$ cat config.mk
export PLATFORM = sky130hd
export DESIGN_NAME = rto_estimator_congestion_window
export DESIGN_NICKNAME = d
export VERILOG_FILES = /design/src/rtoe_pkg.sv /design/src/rtoe_ser_mul.sv /design/src/rtoe_ser_div.sv /design/src/rtoe_rtt_unit.sv /design/src/rtoe_cwnd_unit.sv /design/src/rto_estimator_congestion_window.sv
export SDC_FILE = /design/constraint.sdc
export NUM_CORES = 2
export LEC_CHECK = 0
export ABC_CLOCK_PERIOD_IN_PS = 7680
export BUFFER_PORTS_ARGS = -buffer_cell sky130_fd_sc_hd__buf_2
export CORE_MARGIN = 2
export CORE_UTILIZATION = 38
export CTS_CLUSTER_SIZE = 25
export DETAILED_ROUTE_END_ITERATION = 16
export SETUP_SLACK_MARGIN = 0.2
export SLEW_MARGIN = 20
export SYNTH_ARGS = -nofsm -noshare
export SYNTH_HDL_FRONTEND = slang
export SYNTH_SLANG_ARGS = --single-unit
$ cat constraint.sdc
create_clock -name clk -period 7.68 [get_ports clk]
set_input_delay 0.384 -clock clk [delete_from_list [all_inputs] [get_ports clk]]
set_output_delay 0.384 -clock clk [all_outputs]
set_load 0.01 [all_outputs]
$ cat src/rtoe_pkg.sv
// ----------------------------------------------------------------------------
// rtoe_pkg
// Shared types and constants for the retransmission timeout estimator and
// congestion window controller.
// ----------------------------------------------------------------------------
`default_nettype none

package rtoe_pkg;

	// bit-serial units step one bit per cycle over 16-bit operands
	localparam int unsigned SER_STEPS = 16;
	localparam int unsigned SER_CNT_W = $clog2(SER_STEPS);

	// additive increase adds segment_size / 16 on top of the quotient
	localparam int unsigned MSS_SHIFT = 4;

	localparam logic [15:0] TIMEOUT_RESET = 16'd200;

	localparam logic [12:0] FLUSH_INTERVAL_RESET       = 13'd100;
	localparam logic [15:0] MIN_TIMEOUT_RESET          = 16'd100;
	localparam logic [15:0] MAX_TIMEOUT_RESET          = 16'd60000;
	localparam logic [15:0] SEGMENT_SIZE_RESET         = 16'd1376;
	localparam logic [15:0] SLOW_START_THRESHOLD_RESET = 16'd2;

	typedef enum logic [2:0] {
		REG_FLUSH_INTERVAL       = 3'd0,
		REG_MIN_TIMEOUT          = 3'd1,
		REG_MAX_TIMEOUT          = 3'd2,
		REG_SEGMENT_SIZE         = 3'd3,
		REG_SLOW_START_THRESHOLD = 3'd4
	} cfg_reg_t;

	typedef struct packed {
		logic busy;
		logic done;
	} unit_stat_t;

	typedef enum logic [1:0] {
		TOP_IDLE,
		TOP_RUN,
		TOP_PUSH
	} top_state_t;

	typedef enum logic [3:0] {
		RT_IDLE,
		RT_STEP1,
		RT_STEP2,
		RT_STEP3,
		RT_STEP4,
		RT_TMO1,
		RT_TMO2,
		RT_TMO3,
		RT_TMO4,
		RT_DONE
	} rtt_state_t;

	typedef enum logic [2:0] {
		CW_IDLE,
		CW_DECIDE,
		CW_MUL,
		CW_DIV,
		CW_SUM,
		CW_CMP,
		CW_DONE
	} cw_state_t;

endpackage

`default_nettype wire

$ cat src/rtoe_ser_mul.sv
// ----------------------------------------------------------------------------
// rtoe_ser_mul
// Bit-serial dual multiplier: one multiplier bit per cycle, msb first,
// forming a * m and b * m with a shared 16-bit multiplier shift register.
// ----------------------------------------------------------------------------
`default_nettype none

module rtoe_ser_mul (
	input  wire logic        clk,
	input  wire logic        arst_n,
	input  wire logic        start,
	input  wire logic [15:0] a,
	input  wire logic [15:0] b,
	input  wire logic [15:0] mpl,
	output logic      [31:0] prod_a,
	output logic      [31:0] prod_b,
	output logic             done
);
	import rtoe_pkg::*;

	logic                 busy_q;
	logic                 done_q;
	logic [SER_CNT_W-1:0] cnt_q;
	logic [15:0]          a_q;
	logic [15:0]          b_q;
	logic [15:0]          mpl_q;
	logic [31:0]          acc_a_q;
	logic [31:0]          acc_b_q;

	always_ff @(posedge clk or negedge arst_n) begin
		if (!arst_n) begin
			busy_q <= 1'b0;
			done_q <= 1'b0;
			cnt_q  <= '0;
		end else if (start) begin
			busy_q <= 1'b1;
			done_q <= 1'b0;
			cnt_q  <= SER_CNT_W'(SER_STEPS - 1);
		end else begin
			done_q <= busy_q && (cnt_q == '0);
			if (busy_q) begin
				if (cnt_q == '0) begin
					busy_q <= 1'b0;
				end
				cnt_q <= cnt_q - 1'b1;
			end
		end
	end

	always_ff @(posedge clk) begin
		if (start) begin
			a_q     <= a;
			b_q     <= b;
			mpl_q   <= mpl;
			acc_a_q <= '0;
			acc_b_q <= '0;
		end else if (busy_q) begin
			acc_a_q <= {acc_a_q[30:0], 1'b0} + (mpl_q[15] ? {16'd0, a_q} : 32'd0);
			acc_b_q <= {acc_b_q[30:0], 1'b0} + (mpl_q[15] ? {16'd0, b_q} : 32'd0);
			mpl_q   <= {mpl_q[14:0], 1'b0};
		end
	end

	assign prod_a = acc_a_q;
	assign prod_b = acc_b_q;
	assign done   = done_q;

endmodule

`default_nettype wire

$ cat src/rtoe_ser_div.sv
// ----------------------------------------------------------------------------
// rtoe_ser_div
// Bit-serial restoring divider, one quotient bit per cycle. The quotient is
// known to fit 16 bits, so the upper dividend half seeds the remainder.
// ----------------------------------------------------------------------------
`default_nettype none

module rtoe_ser_div (
	input  wire logic        clk,
	input  wire logic        arst_n,
	input  wire logic        start,
	input  wire logic [31:0] dividend,
	input  wire logic [31:0] divisor,
	output logic      [15:0] quotient,
	output logic             done
);
	import rtoe_pkg::*;

	logic                 busy_q;
	logic                 done_q;
	logic [SER_CNT_W-1:0] cnt_q;
	logic [31:0]          rem_q;
	logic [15:0]          dsh_q;
	logic [15:0]          quo_q;
	logic [31:0]          dvs_q;

	logic [32:0] trial;
	logic [32:0] trial_sub;
	logic        fits;

	always_comb begin
		trial     = {rem_q, dsh_q[15]};
		trial_sub = trial - {1'b0, dvs_q};
		fits      = (trial >= {1'b0, dvs_q});
	end

	always_ff @(posedge clk or negedge arst_n) begin
		if (!arst_n) begin
			busy_q <= 1'b0;
			done_q <= 1'b0;
			cnt_q  <= '0;
		end else if (start) begin
			busy_q <= 1'b1;
			done_q <= 1'b0;
			cnt_q  <= SER_CNT_W'(SER_STEPS - 1);
		end else begin
			done_q <= busy_q && (cnt_q == '0);
			if (busy_q) begin
				if (cnt_q == '0) begin
					busy_q <= 1'b0;
				end
				cnt_q <= cnt_q - 1'b1;
			end
		end
	end

	always_ff @(posedge clk) begin
		if (start) begin
			rem_q <= {16'd0, dividend[31:16]};
			dsh_q <= dividend[15:0];
			quo_q <= '0;
			dvs_q <= divisor;
		end else if (busy_q) begin
			rem_q <= fits ? trial_sub[31:0] : trial[31:0];
			dsh_q <= {dsh_q[14:0], 1'b0};
			quo_q <= {quo_q[14:0], fits};
		end
	end

	assign quotient = quo_q;
	assign done     = done_q;

endmodule

`default_nettype wire

$ cat src/rtoe_rtt_unit.sv
// ----------------------------------------------------------------------------
// rtoe_rtt_unit
// Smoothed rtt and rtt variation update followed by the retransmission
// timeout calculation, with the wide adds and compares split across registered steps.
// ----------------------------------------------------------------------------
`default_nettype none

module rtoe_rtt_unit (
	input  wire logic               clk,
	input  wire logic               arst_n,
	input  wire logic               start,
	input  wire logic signed [31:0] rtt_sample,
	input  wire logic        [12:0] flush_interval,
	input  wire logic        [15:0] min_timeout,
	input  wire logic        [15:0] max_timeout,
	output logic signed      [31:0] srtt,
	output logic signed      [31:0] rttvar,
	output logic             [15:0] timeout,
	output rtoe_pkg::unit_stat_t    stat
);
	import rtoe_pkg::*;

	rtt_state_t state_q;
	rtt_state_t state_d;

	logic signed [31:0] srtt_q;
	logic signed [31:0] var_q;
	logic        [15:0] tmo_q;

	logic signed [31:0] r_q;
	logic signed [32:0] diff_q;
	logic signed [34:0] t7_q;
	logic        [32:0] absd_q;
	logic signed [33:0] v3_q;
	logic signed [35:0] s7r_q;
	logic signed [34:0] vsum_q;
	logic signed [33:0] mx_q;
	logic signed [34:0] rto_q;

	logic signed [31:0] seed_adj;
	logic signed [31:0] seed_var;
	logic signed [32:0] diff_w;
	logic signed [34:0] s_ext;
	logic signed [34:0] t7_w;
	logic        [32:0] absd_w;
	logic signed [33:0] var_ext;
	logic signed [33:0] v3_w;
	logic signed [35:0] s7r_w;
	logic signed [34:0] vsum_w;
	logic signed [35:0] s7r_adj;
	logic        [32:0] snew;
	logic signed [31:0] srtt_new;
	logic signed [34:0] vsum_adj;
	logic        [32:0] vq;
	logic signed [31:0] var_new;
	logic signed [33:0] var4_w;
	logic signed [33:0] fi_w;
	logic signed [34:0] rto_w;
	logic signed [34:0] min_w;
	logic signed [34:0] max_w;

	always_comb begin
		// truncating halve for the seed: bias negatives by one
		seed_adj = r_q + {31'd0, r_q[31]};
		seed_var = {seed_adj[31], seed_adj[31:1]};

		diff_w  = {r_q[31], r_q} - {srtt_q[31], srtt_q};
		s_ext   = {{3{srtt_q[31]}}, srtt_q};
		t7_w    = {s_ext[31:0], 3'b000} - s_ext;
		absd_w  = diff_q[32] ? (33'd0 - diff_q) : diff_q;
		var_ext = {{2{var_q[31]}}, var_q};
		v3_w    = {var_ext[32:0], 1'b0} + var_ext;
		s7r_w   = {t7_q[34], t7_q} + {{4{r_q[31]}}, r_q};
		vsum_w  = {v3_q[33], v3_q} + {2'b00, absd_q};

		// truncating divide by 8, then floor at 1
		s7r_adj  = s7r_q + {33'd0, {3{s7r_q[35]}}};
		snew     = s7r_adj[35:3];
		srtt_new = (snew[32] || (snew == '0)) ? 32'sd1 : snew[31:0];

		// truncating divide by 4, then saturate to 32 bits
		vsum_adj = vsum_q + {33'd0, {2{vsum_q[34]}}};
		vq       = vsum_adj[34:2];
		if (vq[32] != vq[31]) begin
			var_new = vq[32] ? 32'sh8000_0000 : 32'sh7fff_ffff;
		end else begin
			var_new = vq[31:0];
		end

		var4_w = {var_q, 2'b00};
		fi_w   = {21'd0, flush_interval};
		rto_w  = {{3{srtt_q[31]}}, srtt_q} + {mx_q[33], mx_q};
		min_w  = {19'd0, min_timeout};
		max_w  = {19'd0, max_timeout};
	end

	always_comb begin
		state_d = state_q;
		case (state_q)
			RT_IDLE:  if (start) state_d = RT_STEP1;
			RT_STEP1: state_d = (srtt_q == '0) ? RT_TMO1 : RT_STEP2;
			RT_STEP2: state_d = RT_STEP3;
			RT_STEP3: state_d = RT_STEP4;
			RT_STEP4: state_d = RT_TMO1;
			RT_TMO1:  state_d = RT_TMO2;
			RT_TMO2:  state_d = RT_TMO3;
			RT_TMO3:  state_d = RT_TMO4;
			RT_TMO4:  state_d = RT_DONE;
			RT_DONE:  state_d = RT_IDLE;
			default:  state_d = RT_IDLE;
		endcase
	end

	always_comb begin
		stat.busy = (state_q != RT_IDLE);
		stat.done = (state_q == RT_DONE);
	end

	always_ff @(posedge clk or negedge arst_n) begin
		if (!arst_n) begin
			state_q <= RT_IDLE;
			srtt_q  <= '0;
			var_q   <= '0;
			tmo_q   <= TIMEOUT_RESET;
		end else begin
			state_q <= state_d;
			case (state_q)
				RT_STEP1: begin
					if (srtt_q == '0) begin
						srtt_q <= r_q;
						var_q  <= seed_var;
					end
				end
				RT_STEP3: srtt_q <= srtt_new;
				RT_STEP4: var_q <= var_new;
				RT_TMO4: begin
					tmo_q <= (rto_q > max_w) ? max_timeout : rto_q[15:0];
				end
				default: ;
			endcase
		end
	end

	always_ff @(posedge clk) begin
		case (state_q)
			RT_IDLE: if (start) r_q <= rtt_sample;
			RT_STEP1: begin
				diff_q <= diff_w;
				t7_q   <= t7_w;
			end
			RT_STEP2: begin
				absd_q <= absd_w;
				v3_q   <= v3_w;
				s7r_q  <= s7r_w;
			end
			RT_STEP3: vsum_q <= vsum_w;
			RT_TMO1:  mx_q <= (var4_w > fi_w) ? var4_w : fi_w;
			RT_TMO2:  rto_q <= rto_w;
			RT_TMO3:  if (rto_q < min_w) rto_q <= min_w;
			default: ;
		endcase
	end

	assign srtt    = srtt_q;
	assign rttvar  = var_q;
	assign timeout = tmo_q;

	a_timeout_bounded: assert property (@(posedge clk) disable iff (!arst_n)
		((state_q == RT_DONE) && (min_timeout <= max_timeout)) |->
		((tmo_q >= min_timeout) && (tmo_q <= max_timeout)))
		else $error("timeout outside the configured bounds");

endmodule

`default_nettype wire

$ cat src/rtoe_cwnd_unit.sv
// ----------------------------------------------------------------------------
// rtoe_cwnd_unit
// Congestion window growth while below the remote window: slow start below the
// threshold, otherwise additive increase via a bit-serial mss squared over increment quotient.
// ----------------------------------------------------------------------------
`default_nettype none

module rtoe_cwnd_unit (
	input  wire logic        clk,
	input  wire logic        arst_n,
	input  wire logic        start,
	input  wire logic [15:0] remote_window,
	input  wire logic [15:0] segment_size,
	input  wire logic [15:0] slow_start_threshold,
	output logic      [15:0] cwnd,
	output rtoe_pkg::unit_stat_t stat
);
	import rtoe_pkg::*;

	cw_state_t state_q;
	cw_state_t state_d;

	logic [15:0] cwnd_q;
	logic [31:0] inc_q;
	logic [15:0] rmt_q;
	logic [31:0] incm_q;

	logic        avoid;
	logic [31:0] incm_w;
	logic [32:0] ss_sum;
	logic [15:0] quot_eff;
	logic [33:0] ca_sum;
	logic        mul_start;
	logic        div_start;
	logic [31:0] prod_a;
	logic [31:0] prod_b;
	logic        mul_done;
	logic [15:0] quot;
	logic        div_done;

	rtoe_ser_mul u_mul (
		.clk    (clk),
		.arst_n (arst_n),
		.start  (mul_start),
		.a      (segment_size),
		.b      (cwnd_q + 16'd1),
		.mpl    (segment_size),
		.prod_a (prod_a),
		.prod_b (prod_b),
		.done   (mul_done)
	);

	rtoe_ser_div u_div (
		.clk      (clk),
		.arst_n   (arst_n),
		.start    (div_start),
		.dividend (prod_a),
		.divisor  (incm_q),
		.quotient (quot),
		.done     (div_done)
	);

	always_comb begin
		avoid    = (cwnd_q < rmt_q) && !(cwnd_q < slow_start_threshold);
		incm_w   = (inc_q < {16'd0, segment_size}) ? {16'd0, segment_size} : inc_q;
		ss_sum   = {1'b0, inc_q} + 33'(segment_size);
		// empty accumulator means no quotient term
		quot_eff = (incm_q == '0) ? 16'd0 : quot;
		ca_sum   = 34'(incm_q) + 34'(quot_eff) + 34'(segment_size >> MSS_SHIFT);
	end

	always_comb begin
		state_d = state_q;
		case (state_q)
			CW_IDLE:   if (start) state_d = CW_DECIDE;
			CW_DECIDE: state_d = avoid ? CW_MUL : CW_DONE;
			CW_MUL:    if (mul_done) state_d = CW_DIV;
			CW_DIV:    if (div_done) state_d = CW_SUM;
			CW_SUM:    state_d = CW_CMP;
			CW_CMP:    state_d = CW_DONE;
			CW_DONE:   state_d = CW_IDLE;
			default:   state_d = CW_IDLE;
		endcase
	end

	always_comb begin
		mul_start = (state_q == CW_DECIDE) && avoid;
		div_start = (state_q == CW_MUL) && mul_done;
		stat.busy = (state_q != CW_IDLE);
		stat.done = (state_q == CW_DONE);
	end

	always_ff @(posedge clk or negedge arst_n) begin
		if (!arst_n) begin
			state_q <= CW_IDLE;
			cwnd_q  <= '0;
			inc_q   <= '0;
		end else begin
			state_q <= state_d;
			case (state_q)
				CW_DECIDE: begin
					if ((cwnd_q < rmt_q) && (cwnd_q < slow_start_threshold)) begin
						cwnd_q <= cwnd_q + 16'd1;
						inc_q  <= ss_sum[32] ? 32'hffff_ffff : ss_sum[31:0];
					end
				end
				CW_SUM: inc_q <= (ca_sum[33:32] != 2'b00) ? 32'hffff_ffff : ca_sum[31:0];
				CW_CMP: if (prod_b <= inc_q) cwnd_q <= cwnd_q + 16'd1;
				default: ;
			endcase
		end
	end

	always_ff @(posedge clk) begin
		if ((state_q == CW_IDLE) && start) begin
			rmt_q <= remote_window;
		end
		if (state_q == CW_DECIDE) begin
			incm_q <= incm_w;
		end
	end

	assign cwnd = cwnd_q;

	// divisor is at least segment_size, so the quotient never exceeds it
	a_quot_bound: assert property (@(posedge clk) disable iff (!arst_n)
		((state_q == CW_DIV) && div_done && (incm_q != '0)) |-> (quot <= segment_size))
		else $error("window quotient above segment size");

endmodule

`default_nettype wire

$ cat src/rto_estimator_congestion_window.sv
// ----------------------------------------------------------------------------
// rto_estimator_congestion_window
// rtt sample: the first sample seeds srtt and skips the smoothing steps;
// window advance: congestion avoidance runs the bit-serial multiplier and
// then the divider; slow start and the no-growth case skip both units.
// One item at a time; the next item is taken the cycle after its result is
// loaded. Reset clears state to srtt 0, variation 0, timeout 200, window 0.
// ----------------------------------------------------------------------------
`default_nettype none

module rto_estimator_congestion_window (
	input  wire logic               clk,
	input  wire logic               arst_n,
	input  wire logic               item_valid,
	output logic                    item_stall,
	input  wire logic               action,
	input  wire logic signed [31:0] rtt_sample,
	input  wire logic        [15:0] remote_window,
	output logic                    result_valid,
	input  wire logic               result_stall,
	output logic             [15:0] timeout_value,
	output logic signed      [31:0] smoothed_rtt,
	output logic signed      [31:0] rtt_variation,
	output logic             [15:0] congestion_window,
	input  wire logic               cfg_write,
	input  wire logic        [2:0]  cfg_index,
	input  wire logic        [15:0] cfg_data
);
	import rtoe_pkg::*;

	top_state_t state_q;
	top_state_t state_d;

	logic [12:0] flush_interval_q;
	logic [15:0] min_timeout_q;
	logic [15:0] max_timeout_q;
	logic [15:0] segment_size_q;
	logic [15:0] ssthresh_q;

	logic        item_accept;
	logic        load;
	logic        result_valid_q;
	logic [15:0] timeout_q;
	logic [31:0] srtt_q;
	logic [31:0] rttvar_q;
	logic [15:0] cwnd_q;

	logic signed [31:0] srtt_w;
	logic signed [31:0] rttvar_w;
	logic        [15:0] timeout_w;
	logic        [15:0] cwnd_w;
	unit_stat_t         rtt_stat;
	unit_stat_t         cw_stat;

	rtoe_rtt_unit u_rtt (
		.clk            (clk),
		.arst_n         (arst_n),
		.start          (item_accept && !action),
		.rtt_sample     (rtt_sample),
		.flush_interval (flush_interval_q),
		.min_timeout    (min_timeout_q),
		.max_timeout    (max_timeout_q),
		.srtt           (srtt_w),
		.rttvar         (rttvar_w),
		.timeout        (timeout_w),
		.stat           (rtt_stat)
	);

	rtoe_cwnd_unit u_cwnd (
		.clk                  (clk),
		.arst_n               (arst_n),
		.start                (item_accept && action),
		.remote_window        (remote_window),
		.segment_size         (segment_size_q),
		.slow_start_threshold (ssthresh_q),
		.cwnd                 (cwnd_w),
		.stat                 (cw_stat)
	);

	always_ff @(posedge clk or negedge arst_n) begin
		if (!arst_n) begin
			flush_interval_q <= FLUSH_INTERVAL_RESET;
			min_timeout_q    <= MIN_TIMEOUT_RESET;
			max_timeout_q    <= MAX_TIMEOUT_RESET;
			segment_size_q   <= SEGMENT_SIZE_RESET;
			ssthresh_q       <= SLOW_START_THRESHOLD_RESET;
		end else if (cfg_write) begin
			case (cfg_index)
				REG_FLUSH_INTERVAL:       flush_interval_q <= cfg_data[12:0];
				REG_MIN_TIMEOUT:          min_timeout_q    <= cfg_data;
				REG_MAX_TIMEOUT:          max_timeout_q    <= cfg_data;
				REG_SEGMENT_SIZE:         segment_size_q   <= cfg_data;
				REG_SLOW_START_THRESHOLD: ssthresh_q       <= cfg_data;
				default: ;
			endcase
		end
	end

	always_comb begin
		state_d = state_q;
		case (state_q)
			TOP_IDLE: if (item_accept) state_d = TOP_RUN;
			TOP_RUN:  if (rtt_stat.done || cw_stat.done) state_d = TOP_PUSH;
			TOP_PUSH: if (load) state_d = TOP_IDLE;
			default:  state_d = TOP_IDLE;
		endcase
	end

	always_comb begin
		item_stall  = (state_q != TOP_IDLE);
		item_accept = item_valid && (state_q == TOP_IDLE);
		// output register takes the result once its previous transfer is done
		load        = (state_q == TOP_PUSH) && (!result_valid_q || !result_stall);
	end

	always_ff @(posedge clk or negedge arst_n) begin
		if (!arst_n) begin
			state_q        <= TOP_IDLE;
			result_valid_q <= 1'b0;
		end else begin
			state_q <= state_d;
			if (load) begin
				result_valid_q <= 1'b1;
			end else if (!result_stall) begin
				result_valid_q <= 1'b0;
			end
		end
	end

	always_ff @(posedge clk) begin
		if (load) begin
			timeout_q <= timeout_w;
			srtt_q    <= srtt_w;
			rttvar_q  <= rttvar_w;
			cwnd_q    <= cwnd_w;
		end
	end

	assign result_valid      = result_valid_q;
	assign timeout_value     = timeout_q;
	assign smoothed_rtt      = srtt_q;
	assign rtt_variation     = rttvar_q;
	assign congestion_window = cwnd_q;

	a_one_unit: assert property (@(posedge clk) disable iff (!arst_n)
		!(rtt_stat.busy && cw_stat.busy))
		else $error("both update units busy");

	a_stall_after_take: assert property (@(posedge clk) disable iff (!arst_n)
		(item_valid && !item_stall) |=> item_stall)
		else $error("input open while an item is in flight");

	a_valid_from_push: assert property (@(posedge clk) disable iff (!arst_n)
		$rose(result_valid_q) |-> $past(state_q == TOP_PUSH))
		else $error("result raised without a finished item");

endmodule

`default_nettype wire
* Word-level counts from Yosys, hierarchy flattened
Index checks and enable logic that the tools add are counted. Widths: inputs -> output; s select.
Storage, ports and cells: register bits after elaboration 886, bits of input ports 73, logic and storage cells 215, output and inout port bits 98
Cells by class: order comparisons 8, add/sub/neg operators 19, muxes and demuxes 56, equal/unequal tests 34, reductions and logical operators 49
Operators by type and width (count):
- $mux 32 | 10
- $mux 16 | 13
- $pmux 32 s2 | 3
- $pmux 35 s2 | 1
- $add 32x16->33 | 2
- $add 32x16->32 | 2
- $logic_not 32->1 | 2
- $add 35x32->36 | 1
- $add 36x3->36 | 1
- $pmux 4 s9 | 1
- $add 32x34->35 | 1
- $add 34x34->35 | 1
- $add 35x2->35 | 1
- $gt 35x17->1 | 1
- $lt 35x17->1 | 1
- $mux 35 | 1
- $sub 35x35->35 | 1
- $add 33x32->34 | 1
- $add 34x12->34 | 1
- $gt 34x14->1 | 1
- $ge 33x32->1 | 1
- $logic_not 33->1 | 1
- $sub 1x33->33 const A | 1
- $sub 32x32->33 | 1
- 36 further kinds | 116

* Longest topological paths before layout
depth after elaboration 7, depth in mapped cells 27, gate-level depth less buffers 24

* Hierarchy
Synthesis repeated with hierarchy kept, for this count alone.
Unflattened totals: cell total of the unflattened synthesis 5384, area total of the unflattened synthesis 55218.0 um^2
Modules (own cells, without submodules):
- rtoe_rtt_unit | cells an instance 2902, area an instance 27889.2 um^2, instances 1, sequential area each 11324.6 um^2
- rtoe_cwnd_unit | cells an instance 946, area an instance 8833.5 um^2, instances 1, sequential area each 2717.6 um^2
- rtoe_ser_mul | cells an instance 694, area an instance 6695.2 um^2, instances 1, sequential area each 2872.8 um^2
- rto_estimator_congestion_window | cells an instance 278, area an instance 6070.8 um^2, instances 1, sequential area each 4907.2 um^2
- rtoe_ser_div | cells an instance 564, area an instance 5729.2 um^2, instances 1, sequential area each 2712.6 um^2

* Worst setup path after synthesis
Ideal clock, no wire load.
path type reg-to-reg, start register u_rtt.state_q[0], end register u_rtt.absd_q[0] (enable), data arrival time 7716 ps, slack -727 ps, stages on the path, launching flop included 4, clock period less this slack 8407 ps, path buffers 1, data required time 6989 ps, path through dfrtp_1 -> clkbuf_1 -> nand2b_1 -> nor3_1
Between the ends: longest elaborated chain between the ends 1
RTL lines:
- from (decl) | line rtoe_rtt_unit.sv:23 | rtt_state_t state_q;
- from (signal assigned) | line rtoe_rtt_unit.sv:126 | state_q <= state_d;
- $eq 4x2->1 | line rtoe_rtt_unit.sv:145 | case (state_q)
- to (signal assigned) | line rtoe_rtt_unit.sv:152 | absd_q <= absd_w;
- to (decl) | line rtoe_rtt_unit.sv:33 | logic [32:0] absd_q;
No other way between the ends. A chain may end at the register's enable or synchronous reset.

* Worst setup path after layout
start register u_cwnd.incm_q[25], end register u_cwnd.inc_q[13]
Between the ends: longest elaborated chain between the ends 7
RTL lines:
- from (decl) | line rtoe_cwnd_unit.sv:26 | logic [31:0] incm_q;
- from (signal assigned) | line rtoe_cwnd_unit.sv:119 | incm_q <= incm_w;
- $logic_not 32->1 | line rtoe_cwnd_unit.sv:68 | quot_eff = (incm_q == '0) ? 16'd0 : quot;
- $mux 16 | line rtoe_cwnd_unit.sv:68
- $add 32x16->33 (*) | line rtoe_cwnd_unit.sv:69 | ca_sum = 34'(incm_q) + 34'(quot_eff) + 34'(segment_size >> MSS_SHIFT);
- $add 34x12->34 (*) | line rtoe_cwnd_unit.sv:69
- $reduce_bool 2->1 | line rtoe_cwnd_unit.sv:107 | CW_SUM: inc_q <= (ca_sum[33:32] != 2'b00) ? 32'hffff_ffff : ca_sum[31:0];
- $mux 32 (*) | line rtoe_cwnd_unit.sv:107
- $pmux 32 s2 (*) | line rtoe_cwnd_unit.sv:100 | case (state_q)
- to (signal assigned) | line rtoe_cwnd_unit.sv:104 | inc_q <= ss_sum[32] ? 32'hffff_ffff : ss_sum[31:0];
- to (signal assigned) | line rtoe_cwnd_unit.sv:107
- to (decl) | line rtoe_cwnd_unit.sv:24 | logic [31:0] inc_q;
Mark *: on every way between the ends. The rest lies on a longest branch, timed or not.

==> flow_metrics.tcl <==
set metrics [dict create \
    status "complete, no violations" \
    report.final.setup_viol 0 \
    rows 138 \
    required_ns 8.26 \
    grt_pass1_wl_mm 239 \
    p_per_area_mw_per_mm2 390 \
    crit_arrival_ns 6.83 \
    final_cells 7639 \
    fp.dieW_um 381 \
    clk_latency_ns 0.72 \
    drv_cap 0 \
    synth_nets 5977 \
    drt_pass1_iterations 9 \
    wl_mm 156 \
    cts_buffers 98 \
    final_area_mm2 0.0612 \
    clk_pin_slew_ns 0.06 \
    postCtsSetupBuffers 0 \
    place_inst 7393 \
    n_fill_cell 13535 \
    fin_setup_tns_ns 0 \
    synthCells 5445 \
    path_max_fanout 25 \
    avgViaCountPerCell 5.50 \
    switching_share_pct 40.1 \
    combPwrFrac_pct 43.0 \
    drt_iter0_drc 3119 \
    worst_pin_slew_ns 1.19 \
    final_cell_mix "edfxtp_1 (563), nand2_1 (468), ha_1 (448), nor2_1 (415), a21oi_1 (382)" \
    synth.distinct_cells 90 \
    crit_path_frequent_cell "a21oi_1" \
    multiInputGateArea_mm2 0.0278 \
    async_reset_ff_share_pct 25.6 \
    grt_start_max_net_pins 94 \
    slew-limit-headroom_pct 20.0 \
    ant_nets 0 \
    ioPinCount 171 \
    io_buffer_count 170 \
    p_leak_nw 25.2 \
    total_power_mw 23.9 \
    place_area_mm2 0.0572 \
    worstPathCellList "nor4_1 > nand4_1 > nor2_1 > nor2b_1 > ha_1 > inv_1 > fa_1 > nand2b_1 > a21oi_1 > nor2b_1 > nand2_1 > a31o_2 > a21oi_1 > xnor2_1 > ha_1 > a21o_1 > a21oi_1 > nor2_1 > o41ai_1 > nand4b_1 > nor3_2 > nand4bb_4 > and2_4 > a222oi_1" \
    vias 42033 \
    h-tree-depth 3 \
    avgSynthCellArea_um2 9.94 \
    cts_buffer_depth 3 \
    layout_commonest_cell "edfxtp_1" \
    antenna_found_initial 7 \
    synth-edff-count 563 \
    ir_drop_v 0.000227 \
    cts_root_buffer "clkbuf_16" \
    seqPwrFrac_pct 36.2 \
    startpoint_type "flip-flop" \
    period_minus_slack_ns 6.25 \
    p_sw_mw 9.58 \
    p_int_mw 14.3 \
    clock_power_share_pct 20.8 \
    yosysSeqAreaShare_pct 45.3 \
    syn_area_mm2 0.0541 \
    nets 6198 \
    max_stage_delay_ns 0.80 \
    rsz0062_at_grt "no" \
    yosys_warnings 0 \
    drv_slew 0 \
    gp_congestion 0.927 \
    regArea_mm2 0.0245 \
    hp-class "in2reg" \
    start_util_pct 38.3 \
    tritoncts "done" \
    grt-ovfl-total 0 \
    dieArea_mm2 0.145 \
    drive_gt1_share_pct 8.82 \
    synth_flop_cell "edfxtp_1" \
    grt.total_usage_pct 21.0 \
    endpoint_kind "flip-flop" \
    clock.fmax_mhz 160 \
    routedWlPerCell_um 20.4 \
    ys_ff_latch 886 \
    dp_hpwl_mm 117 \
    skew_ns 0.0357 \
    finalCritPeriodShare_pct 81.4 \
    die_h_um 381 \
    drc 0 \
    syn_to_final_growth_pct 13.1 \
    grt_pass1_vias 40190 \
    clkSinkCount 886 \
    crit_type "reg2reg" \
    core_mm2 0.141 \
    final_hold_viol_count 0 \
    cp_slowest_cell "nor2_1" \
]
==> critical path: cells and delay by family, from the launching register on <==
family / cells / cell delay [ns]
xor gates and xnor gates: 1 / 0.16
adders and majority gates: 3 / 0.66
buffers and inverters: 1 / 0.07
and+or+nand+nor: 12 / 3.57
DFF: 1 / 0.48
AOI/OAI and AO/OA: 7 / 1.19
==> area by class of cell <==
cell class | count | area share [%]
inverter | 346 | 2.12
multi-input combinational | 4053 | 45.4
clock buffer | 124 | 4.31
antenna | 1 | 0.00409
clock inverter | 58 | 1.18
timing repair buffer | 281 | 3.04
sequential | 886 | 40.1
tap | 1890 | 3.86
==> state kept, by name (all words and copies together) (netlist names), 32 cells and up <==
signal,flops
u_rtt.s7r_q,36
u_rtt.rto_q,35
u_rtt.t7_q,35
u_rtt.vsum_q,35
u_rtt.mx_q,34
u_rtt.v3_q,34
u_rtt.absd_q,33
u_rtt.diff_q,33
rtt_variation,32
smoothed_rtt,32
u_cwnd.inc_q,32
u_cwnd.incm_q,32
u_cwnd.u_div.dvs_q,32
u_cwnd.u_div.rem_q,32
u_cwnd.u_mul.prod_a,32
u_cwnd.u_mul.prod_b,32
u_rtt.r_q,32
u_rtt.rttvar,32
u_rtt.srtt,32
==> worst paths after layout <==
kind | start | endpoint | slack, ns | depth (start not counted)
max in group asynchronous | arst_n | u_rtt.rttvar[19] | 5.79 | 3
worst max-delay path | u_cwnd.incm_q[25] | u_cwnd.inc_q[13] | 1.43 | 24
min in group asynchronous | arst_n | u_cwnd.cwnd[11] | 0.31 | 2
worst min-delay path | cfg_data[0] | ssthresh_q[0] | 0.07 | 2
worst min register to register | u_rtt.timeout[1] | timeout_value[1] | 0.45 | 0
worst max register to register | u_cwnd.incm_q[25] | u_cwnd.inc_q[13] | 1.43 | 24
==> layer usage <==
metal / global-route usage, % / routed length [um] / part of all wire [%] / vias to the layer above
met4: 6.12 / 4720 / 3.0 / 2
met3: 3.09 / 8790 / 5.6 / 234
met5: 0 / 7 / 0.0045 / -
li1: - / - / - / 20245
met2: 35.4 / 74300 / 48 / 1170
met1: 27.8 / 67900 / 44 / 20382
==> kinds of logic (layout without fill, tap and decap cells) <==
family	Yosys count	in the layout	synth area share [%]
AOI/OAI and AO/OA	1355	1355	15.8
xor gates and xnor gates	456	456	7.38
adders and majority gates	459	459	10.8
buffers and inverters	506	809	3.56
DFF	886	886	45.3
muxes	114	114	2.19
other	0	1	0
and+or+nand+nor	1669	1669	15.0
==> synth_stat cells, types with 77 or more instances <==
cell | instances | area (um2)
nand2_1 | 470 | 1760
ha_1 | 448 | 5610
nand4_1 | 84 | 526
inv_1 | 344 | 1290
xnor2_1 | 294 | 2570
nor2b_1 | 77 | 482
nor3_1 | 95 | 475
dfxtp_1 | 96 | 1920
a211oi_1 | 78 | 586
dfrtp_1 | 206 | 5150
edfxtp_1 | 563 | 16900
a21o_1 | 155 | 1160
a21oi_1 | 384 | 1920
xor2_1 | 162 | 1420
clkbuf_1 | 153 | 574
mux2i_1 | 81 | 811
nand3_1 | 140 | 701
o21ai_0 | 331 | 1660
nor2_1 | 420 | 1580
and3_1 | 81 | 507
==> through the flow <==
step / util [%] / hold WS (ns) / setup slack [ns]
final: 43.3 / 0.0748 / 1.43
after global routing: 43.3 / 0.0324 / 0.866
after CTS: 43.3 / 0.0224 / 1.59
after detailed placement: 40.4 / 0.435 / 1.65
after global placement: 40.4 / 0.434 / 1.70
after floorplan: - / 0.0884 / 0.939
==> power by group through the flow <==
stage	clock, mW	sequential, mW	combinational, mW
floorplan	0	7.99	7.67
global placement	0	8.70	9.96
detailed placement	0	8.70	10.1
CTS	5.08	8.62	10.2
global route	5.26	8.73	11.4
finish	4.98	8.64	10.3
==> timing repair <==
item	in CTS	in global routing
gates resized for setup	0	0
endpoints found under the hold margin	157	0
hold buffers	62	0
Power figures use the tool's default switching activity.
